--- config.mk ---
export PLATFORM = sky130hd
export DESIGN_NAME = pbra_ram
export DESIGN_NICKNAME = d
export VERILOG_FILES = /design/src/hdl/pbra_ram.sv
export SDC_FILE = /design/constraint.sdc
export NUM_CORES = 2
export LEC_CHECK = 0
export ABC_AREA = 0
export BUFFER_PORTS_ARGS = -buffer_cell sky130_fd_sc_hd__clkbuf_2
export CAP_MARGIN = 10
export CELL_PAD_IN_SITES_DETAIL_PLACEMENT = 0
export CELL_PAD_IN_SITES_GLOBAL_PLACEMENT = 2
export CORE_AREA = 2 2 588 590
export DETAILED_ROUTE_END_ITERATION = 12
export DIE_AREA = 0 0 590 592
export HOLD_SLACK_MARGIN = 0.03
export PLACE_DENSITY = 0.76
export SETUP_SLACK_MARGIN = 0.02
export SLEW_MARGIN = 5
export SYNTH_ARGS = -nofsm -noshare
export SYNTH_HDL_FRONTEND = slang
export SYNTH_SLANG_ARGS = --single-unit
--- constraint.sdc ---
create_clock -name clock -period 5.85 [get_ports clock]
set_input_delay 0.8775 -clock clock [delete_from_list [all_inputs] [get_ports clock]]
set_output_delay 0.8775 -clock clock [all_outputs]
set_load 0.1 [all_outputs]
--- src/hdl/pbra_ram.sv ---
module pbra_ram #(
   parameter int WIDTH = 64,
   parameter int DEPTH = 64
) (
   input  logic                                   clock,
   input  logic                                   wr_en,
   input  logic [((DEPTH > 1) ? $clog2(DEPTH) : 1)-1:0] wr_addr,
   input  logic [WIDTH-1:0]                       wr_data,
   input  logic                                   rd_en,
   input  logic [((DEPTH > 1) ? $clog2(DEPTH) : 1)-1:0] rd_addr,
   output logic [WIDTH-1:0]                       rd_data
);
   logic [WIDTH-1:0] mem_ff [DEPTH];
   logic [WIDTH-1:0] rd_data_ff;

   always_ff @(posedge clock) begin
      if (wr_en) begin
         mem_ff[wr_addr] <= wr_data;
      end
      if (rd_en) begin
         rd_data_ff <= mem_ff[rd_addr];
      end
   end

   assign rd_data = rd_data_ff;
endmodule

==> out/qor.csv <==
metric,value,unit
outcome,finished clean,
drtPass1Iterations,5,
synthFlopType,edfxtp_1,
drt_iter0_drc,9683,
pwr-share-seq,52.9,%
clk_pin_slew,60,ps
min-delay-start,wr_data[60],
synth_edf_count,4160,
tightest_slew,1350,ps
cts_sinks,4160,
insertion_delay,970,ps
fin_setup_tns,0,ps
switching_share,21.4,%
wl,418,mm
synth_top_area_share,79.6,%
netlist_area,157000,um2
ys_types,32,
rsz0062_at_grt,false,
avgRoutedWirePerCell,35.0,um
ant_nets,0,
maxCapViolCount,0,
htree_levels,5,
grt_max_degree,134,
grtUsageTotal,23.9,%
area_growth,13.8,%
ff2ff_setup_slack,3700,ps
path_class,input pin to register,
crit_fanout,44,
fp.dieH,592,um
r2r-end,rd_data[1]$_DFFE_PP_,
rows,215,
syn_inst,6598,
dpl.hpwl,215,mm
numCtsBuffers,412,
grt_pass1_vias,75421,
switchingPower,0.0134,W
clock.fmax,311,MHz
tritoncts,built,
fin_crit_sh,55.0,%
vias,75027,
power_density,352,nW/um2
synthMostInstantiatedCell,edfxtp_1,
ys_seq_area_share,79.6,%
worst-r2r-cell-count,5,
post-route-drc-count,0,
startpoint,rd_addr[3],
fin_skew,51.9,ps
io_pins,143,
end_kind,register,
crit_arrival,3880,ps
cp_slowest_cell,nor2b_4,
crit_end,rd_data[3]$_DFFE_PP_,
die-area,349000,um2
asyncSetResetFlopFracSynth,0,%
ir_drop,0.000299,V
hold_viol_final,0,
min_period,3220,ps
gp_congestion,0.769,
core-area,342000,um2
ctsResizeCount,0,
grt_pass1_wl,586,mm
intPower,0.0494,W
nNetsFinal,7102,
total_leakage_power,55.4,nW
synth_seq_cells,4160,
cp.required,6520,ps
postCtsSetupBuffers,0,
clock_path_buffers,4,
synth_commonest_cells,"4160 x edfxtp_1, 1024 x mux4_2, 170 x buf_2",
cp_slowest_stage_delay,1060,ps
p_total,0.0628,W
startpoint_type,input pin,
ys_warn_count,0,
setup_viol,0,
synth_fp_nets,6677,
drive_above_1_share,28.7,%
netlist_top_cells_area,"edfxtp_1 80%, mux4_2 15%, mux2i_1 0.86%",
power_frac_clock,42.3,%
drv_slew,0,
clockRootBuffer,clkbuf_16,
avgSynthCellArea,23.8,um2
slew_headroom,10.0,%
dieWidth,590,um
worstHoldPathType,input pin to register,
start_util,45.8,%
r2r-start,mem_ff[52][1]$_DFFE_PP_,
cts_hold_buffers,0,
antenna_found_initial,25,
grt_overflow_total,0,
portBuffers,142,
crit_chain,clkbuf_2 > nor2b_4 > buf_12 > a22oi_1 > and3_1 > a211oi_1,
vias_per_cell,6.29,
combinationalPowerShare,4.9,%
synth_top_cell_by_area,edfxtp_1,
[layout make-up]
cell class | count | area, um2
Antenna cell | 14 | 35.0
Clock buffer | 488 | 10700
Clock inverter | 263 | 2780
Fill cell | 25838 | 164000
Inverter | 19 | 71.3
Multi-Input combinational cell | 2049 | 30800
Sequential cell | 4160 | 125000
Tap cell | 4557 | 5700
Timing Repair Buffer | 381 | 3650
[state kept, by name, indices dropped and copies added (netlist names)]
signal and cells:
rd_data 64, mem_ff 4096
[metal layers]
layer / routed length [um] / up-vias / part of all wire (%) / global-route usage, %
met5: 27 / - / 0.0065 / 0
met1: 165000 / 41421 / 40 / 33.2
met4: 10500 / 4 / 2.5 / 6.24
met3: 32900 / 569 / 7.9 / 3.34
met2: 210000 / 3585 / 50 / 40.0
li1: - / 29448 / - / -
[through the flow]
step	area, um2	utilization (%)	hold WS (ps)	worst slack, ps	cells
floorplan	157000	-	865	942	6598
global placement	165000	48.2	904	1770	11156
detailed placement	165000	48.2	908	1740	11156
CTS	178000	52.1	327	2640	11907
global route	179000	52.2	361	2650	11920
finish	179000	52.2	355	2630	11931
[worst max-delay path, delay by kind of cell]
| family | cells | cell delay, ps |
|---|---|---|
| buffers and inverters | 2 | 970 |
| and+or+nand+nor | 2 | 1250 |
| AOI/OAI and AO/OA | 2 | 720 |
[kinds of logic (layout without fill, tap and decap cells)]
| logic type | after synthesis | after routing | share of synthesized area (%) |
|---|---|---|---|
| simple gates | 386 | 386 | 1.23 |
| flops | 4160 | 4160 | 79.6 |
| other cells | 0 | 14 | 0 |
| buf+inv | 389 | 1151 | 1.18 |
| mux | 1159 | 1159 | 15.6 |
| compound gates | 504 | 504 | 2.47 |
[cell usage in the layout, fill, tap and decap left out, drive strengths merged, types with 29 or more instances in the layout]
cell,Yosys,final
edfxtp,4160,4160
buf,230,245
mux2i,135,135
a211oi,63,63
nand2,58,58
and3,64,64
bufinv,0,49
o22ai,83,83
nor2,112,112
a22oi,168,168
clkbuf,140,624
o221ai,38,38
nand3,45,45
mux4,1024,1024
or3,29,29
clkinv,0,192
a22o,88,88
[how the worst min path moves through the flow]
stage	to	cells past startpoint
final	mem_ff[21][60]$_DFFE_PP_	1
after global routing	mem_ff[61][42]$_DFFE_PP_	1
after CTS	rd_data[8]$_DFFE_PP_	1
after detailed placement	rd_data[14]$_DFFE_PP_	4
after global placement	rd_data[18]$_DFFE_PP_	4
after floorplan	rd_data[61]$_DFFE_PP_	4
[power by group through the flow]
stage                     Clock [W]  Combinational, W  Sequential [W]
final                        0.0265           0.00306          0.0332
after CTS                    0.0269           0.00306          0.0332
after floorplan                   0           0.00154          0.0341
after global placement            0           0.00300          0.0338
after detailed placement          0           0.00305          0.0339
after global routing         0.0280           0.00323          0.0332
Power figures use the tool's default switching activity.
