**src/hdl/pbra_pkg.sv**
```systemverilog
package pbra_pkg;

   // Bitmap word geometry: one memory word holds the used bits of 64 pages.
   localparam int WORD_SHIFT = 6;
   localparam int WORD_W     = 1 << WORD_SHIFT;

   // Fixed field widths of the request and response channels.
   localparam int TYPE_W       = 2;
   localparam int PAGE_FIELD_W = 12;
   localparam int COUNT_W      = 13;

   // A partial run carried between words stays below the requested count,
   // so one bit above the count width covers the count plus one word.
   localparam int RUN_W = COUNT_W + 1;

   localparam int NUM_PAGES_DEF      = 4096;
   localparam int RESERVED_PAGES_DEF = 16;

   // Response status codes.
   localparam logic STATUS_OK     = 1'b0;
   localparam logic STATUS_NO_RUN = 1'b1;

   typedef enum logic [TYPE_W-1:0] {
      REQ_ALLOC = 2'd0,
      REQ_FIXED = 2'd1,
      REQ_FREE  = 2'd2
   } req_kind_type;

   typedef enum logic [2:0] {
      ST_CLEAR,
      ST_IDLE,
      ST_SCAN,
      ST_MARK,
      ST_DONE
   } pbra_state_type;

   typedef struct packed {
      logic                  hit;
      logic                  carry_hit;
      logic [WORD_SHIFT-1:0] pos;
      logic [RUN_W-1:0]      run_out;
   } scan_res_type;

endpackage

```
**src/hdl/pbra_word_scan.sv**
```systemverilog
module pbra_word_scan
   import pbra_pkg::*;
(
   input  logic [WORD_W-1:0]     used_word,
   input  logic [WORD_SHIFT-1:0] first_bit,
   input  logic [RUN_W-1:0]      carry_run,
   input  logic [COUNT_W-1:0]    count,
   output scan_res_type          res
);
   localparam int LEN_W = WORD_SHIFT + 1;
   localparam int SUM_W = RUN_W + 1;

   logic [WORD_W-1:0]     free_bits;
   logic                  all_free;
   logic [WORD_SHIFT-1:0] low_used;
   logic [WORD_SHIFT-1:0] high_used;
   logic [WORD_SHIFT-1:0] tail_len;
   logic [LEN_W-1:0]      head_len;
   logic [SUM_W-1:0]      head_sum;
   logic                  carry_hit;
   logic [WORD_W-1:0]     grow [WORD_SHIFT+1];
   logic [WORD_W-1:0]     win;
   logic                  win_started;
   logic                  short_run;
   logic [WORD_SHIFT-1:0] win_pos;

   always_comb begin
      // Pages below the search start count as used.
      free_bits = ~used_word & ({WORD_W{1'b1}} << first_bit);
      all_free  = &free_bits;

      low_used  = '0;
      high_used = '0;
      for (int i = WORD_W - 1; i >= 0; i--) begin
         if (!free_bits[i]) low_used = WORD_SHIFT'(i);
      end
      for (int i = 0; i < WORD_W; i++) begin
         if (!free_bits[i]) high_used = WORD_SHIFT'(i);
      end
      // Free pages above the highest used page.
      tail_len = ~high_used;

      // Run that started in earlier words and continues from bit 0.
      head_len  = all_free ? LEN_W'(WORD_W) : {1'b0, low_used};
      head_sum  = {1'b0, carry_run} + SUM_W'(head_len);
      carry_hit = head_sum >= SUM_W'(count);

      // grow[k] marks bits that open a free window of 2**k pages.
      grow[0] = free_bits;
      for (int k = 0; k < WORD_SHIFT; k++) begin
         grow[k+1] = grow[k] & (grow[k] >> (1 << k));
      end

      // Chain the power-of-two windows into one window of count pages.
      win         = '0;
      win_started = 1'b0;
      for (int k = 0; k < WORD_SHIFT; k++) begin
         if (count[k]) begin
            win         = win_started ? (grow[k] & (win >> (1 << k))) : grow[k];
            win_started = 1'b1;
         end
      end
      short_run = (count >> WORD_SHIFT) == '0;

      win_pos = '0;
      for (int i = WORD_W - 1; i >= 0; i--) begin
         if (win[i]) win_pos = WORD_SHIFT'(i);
      end

      res.hit       = carry_hit || (short_run && (|win));
      res.carry_hit = carry_hit;
      res.pos       = win_pos;
      res.run_out   = all_free ? (carry_run + RUN_W'(WORD_W)) : RUN_W'(tail_len);
   end
endmodule

```
**config.mk**
```make
export PLATFORM = sky130hd
export DESIGN_NAME = pbra_word_scan
export DESIGN_NICKNAME = d
export VERILOG_FILES = /design/src/hdl/pbra_pkg.sv /design/src/hdl/pbra_word_scan.sv
export SDC_FILE = /design/constraint.sdc
export NUM_CORES = 1
export LEC_CHECK = 0
export BUFFER_PORTS_ARGS = -buffer_cell sky130_fd_sc_hd__buf_2
export CAP_MARGIN = 15
export CORE_ASPECT_RATIO = 1.75
export CORE_MARGIN = 3
export CORE_UTILIZATION = 24
export DETAILED_ROUTE_END_ITERATION = 8
export PLACE_DENSITY_LB_ADDON = 0.25
export SKIP_LAST_GASP = 1
export SYNTH_ARGS = -nofsm -noshare
export SYNTH_HDL_FRONTEND = slang
export SYNTH_SLANG_ARGS = --single-unit
```
**constraint.sdc**
```tcl
create_clock -name vclk -period 7.2
set_input_delay 1.08 -clock vclk [all_inputs]
set_output_delay 1.08 -clock vclk [all_outputs]
set_load 0.05 [all_outputs]
```
==> metrics list <==
- Yosys warning total: 0
- Worst path slowest cell: or4_4
- Crit Path Category: input port to output port
- Delay-heaviest family, CP: simple AND/OR/NAND/NOR gates
* Power consumption: 1.05 mW
- After detailed routing, no signal wire sits above met4.
- WL/cell: 32.1 microns
- For the pin with the worst max-slew slack, the measured transition is 1.12 ns.
* Worst slack on hold paths: 2.58 ns
- Post-layout minimum cycle time: 7.45 ns
- The multi-input combinational cells in the finished layout cover a total of 12,000 sq um.
* Number of flip-flops and latches: 0
* Number of global-route vias before repair: 20.2k
* Category of the worst setup path capture point: output port
- Pwr/cell area: 56.4 nW/um^2
* FILL cells: 5,746
* Worst hold path type: input port to output port
* Routed WL: 103,000 microns
- Syn-to-layout area delta: 49.7%
- Data required, critical path: 6.12 ns
- Arrival time worst endpoint: 6.37 ns
- Finished layout cell area: 18,700 sq um
- Fraction of post-synthesis cell area in the top cell type by area: 5.89%
- Post-synthesis cell type with the largest combined area: a21oi_1
* Maximum number of pins on one net before global-route repair: 56
- The congestion estimate from routability-driven global placement came to 1.03.
- Detailed routing inserted a total of 20.7k vias.
* Setup repair after global routing missed its margin: true
- Final setup margin: -0.246 ns
- Total of buffers placed on input and output ports: 119
- Die height: 308 microns
- Proportion of synthesized chip area in sequential cells: 0%
- Horizontal die dimension: 178 microns
- Net count reported at finish: 2,642
- Number of gates on the worst path with buffers counted: 28
* Leakage power figure: 7.15 nW
* Initial DRC count: 2,478
* Area of placed instances: 17,100 sq um
- Placed Cells: 3,115
- Most Frequent Cell on Critical Path: buf_4
- The checks that failed: negative setup slack.
* Final number of hold-violating endpoints: 0
* Total area of sequential cells: 0 sq um
- Setup violations remaining at the end of the flow were counted as 2.
- Met2 layer wire length in the routed design: 47,500 microns
- Clk_buf instances: 0
- Pre-antenna DRT Iters: 6
* Antenna cells: 0
- The synthesized netlist occupies a cell area of 12,500 sq um.
- Of all nets on the critical path, the largest fanout is 7.
- The first global-routing pass estimated 145,000 microns of wire.
- For this run, the slowest stage of the critical path takes 0.50 ns.
* Result of the run: finished with violations
- Number of violations of the max-capacitance limit: 0
- Worst rel slew slack: 24.4%
* Yosys cell types: 125
- Dividing the detail-routed via count by the number of cells gives 6.50.
- Startpoint of the worst setup timing path: first_bit[3]
- Fraction of layout instances using a drive strength above 1: 37.9%
* Routed length on met3: 7150 microns
* Core outline area: 51,500 sq um
* Initial antenna violation count: 0
- Crit share post-route: 103%
- Post-route non-filler standard cell count: 3,192
* Post-synthesis net count: 2,080
* Dominant cells by area after synthesis: a21oi_1, o21ai_0, nor2_1
- After global routing the overflow that remains totals 0.
* WP buf/inv: 11
- The worst setup path is launched from an input port.
- Wl on met1: 37,100 microns
- Count of unresolved DRC violations after routing: 0
- Overall fraction of global-route tracks in use: 35.7%
- Placed wire-length estimate after detailed placement: 84,600 microns
* Post-route ant nets: 0
- Destination of the critical timing path: res[21]
- After floorplanning, the core was divided into 110 placement rows.
- Maximum achievable frequency: 0.134 GHz
- The initial utilization of the core area, before any placement, comes to 24.3%.
- Area enclosed by the die boundary: 54,900 sq um
* Number of primary I/O pins: 119
- Gate count of the mapped netlist: 1,960
- After synthesis, the mean cell area works out to 6.38 sq um.
- The count of final max-slew check failures is 0.
* Number of instances on the worst hold path: 4
* Peak VDD IR: 0.0000270 V
==> final cells by class <==
cell class / instances / area share [%]
Multi-Input combinational cell: 1744 / 64.2
Timing Repair Buffer: 731 / 30.3
Tap cell: 672 / 4.49
Inverter: 45 / 0.923
==> kinds of logic after synthesis <==
| kind of cell | after synthesis | synth area share, % |
|---|---|---|
| muxes | 5 | 0.461 |
| AOI/OAI and AO/OA | 868 | 51.2 |
| buffers and inverters | 216 | 9.70 |
| adders and majority gates | 23 | 2.36 |
| and+or+nand+nor | 831 | 35.1 |
| xor gates and xnor gates | 17 | 1.19 |
==> worst min-delay path by stage <==
| stage | endpoint | start | slack, ns |
|---|---|---|---|
| 2_1_floorplan | res[10] | carry_run[10] | 2.44 |
| 3_5_place_dp | res[3] | carry_run[3] | 2.58 |
| 6_report | res[3] | carry_run[3] | 2.58 |
| 4_1_cts | res[3] | carry_run[3] | 2.58 |
| 3_3_place_gp | res[3] | carry_run[3] | 2.57 |
| 5_1_grt | res[3] | carry_run[3] | 2.62 |
==> synth_stat cells (11+ instances only) <==
master / n
o31ai_1: 26
or3_1: 28
ha_1: 22
a211o_1: 13
o31a_1: 14
or4_1: 14
a32oi_1: 11
nor2_1: 186
a21oi_1: 147
buf_6: 22
nand4_1: 38
buf_2: 33
nand3_1: 75
nor4_1: 48
o221ai_1: 17
and3_1: 20
a31oi_1: 57
a221oi_1: 18
nor3_1: 99
o22ai_1: 17
a311oi_1: 14
clkbuf_1: 78
or2_2: 27
buf_4: 18
inv_1: 42
nand2_1: 173
o21a_1: 14
a211oi_1: 55
o211ai_1: 55
a2111oi_0: 16
and4_1: 13
a21boi_0: 12
and2_1: 24
a21o_1: 20
o2111ai_1: 19
o21ai_0: 140
==> metrics by stage <==
stage	setup WS [ns]	TNS, ns	utilization, %
2_1_floorplan	-0.512	-0.674	-
3_3_place_gp	-1.09	-2.12	33.3
3_5_place_dp	-1.07	-2.07	33.3
4_1_cts	-0.188	-0.601	35.1
5_1_grt	-0.435	-0.781	36.3
6_report	-0.246	-0.416	36.3
==> layer usage <==
layer | GRT usage [%] | vias up
met1 | 42.0 | 10000
met3 | 2.87 | 364
met2 | 59.4 | 1362
li1 | - | 8991
met5 | 0 | -
met4 | 27.3 | 0
==> power by group <==
| group | leakage (nW) | internal [mW] | total, mW | switching, mW |
|---|---|---|---|---|
| sequential | 0 | 0 | 0 | 0 |
| combinational | 7.15 | 0.398 | 1.05 | 0.657 |
| clock | 0 | 0 | 0 | 0 |
| total | 7.15 | 0.398 | 1.05 | 0.657 |
==> layout by cell type, fill, tap and decap left out, drive strengths merged, types with 11 or more instances in the layout <==
| master | instances |
|---|---|
| buf | 728 |
| o31a | 14 |
| o221ai | 17 |
| nand3 | 79 |
| o211ai | 59 |
| or4 | 16 |
| a21oi | 151 |
| inv | 42 |
| and4 | 13 |
| nor2 | 190 |
| or3 | 29 |
| nor3 | 106 |
| a211oi | 65 |
| a32oi | 11 |
| ha | 22 |
| or2 | 32 |
| a2111oi | 25 |
| o21ai | 157 |
| o31ai | 27 |
| a221oi | 20 |
| and2 | 24 |
| nand4 | 39 |
| a21o | 20 |
| and3 | 22 |
| o21a | 14 |
| o21bai | 14 |
| a311oi | 16 |
| nand2 | 176 |
| a31oi | 58 |
| o2111ai | 22 |
| nor4 | 57 |
| a21boi | 13 |
| o22ai | 18 |
| a211o | 13 |
==> what timing repair did <==
action / 4_1_cts / 5_1_grt
hold buffers: 0 / 0
buffers inserted: 58 / 19
pin swaps: 40 / 46
endpoints found under the setup margin: 2 / 8
gates cloned: 2 / 2
resized for setup: 108 / 81
Note: power is estimated with default switching activity, not from simulation.
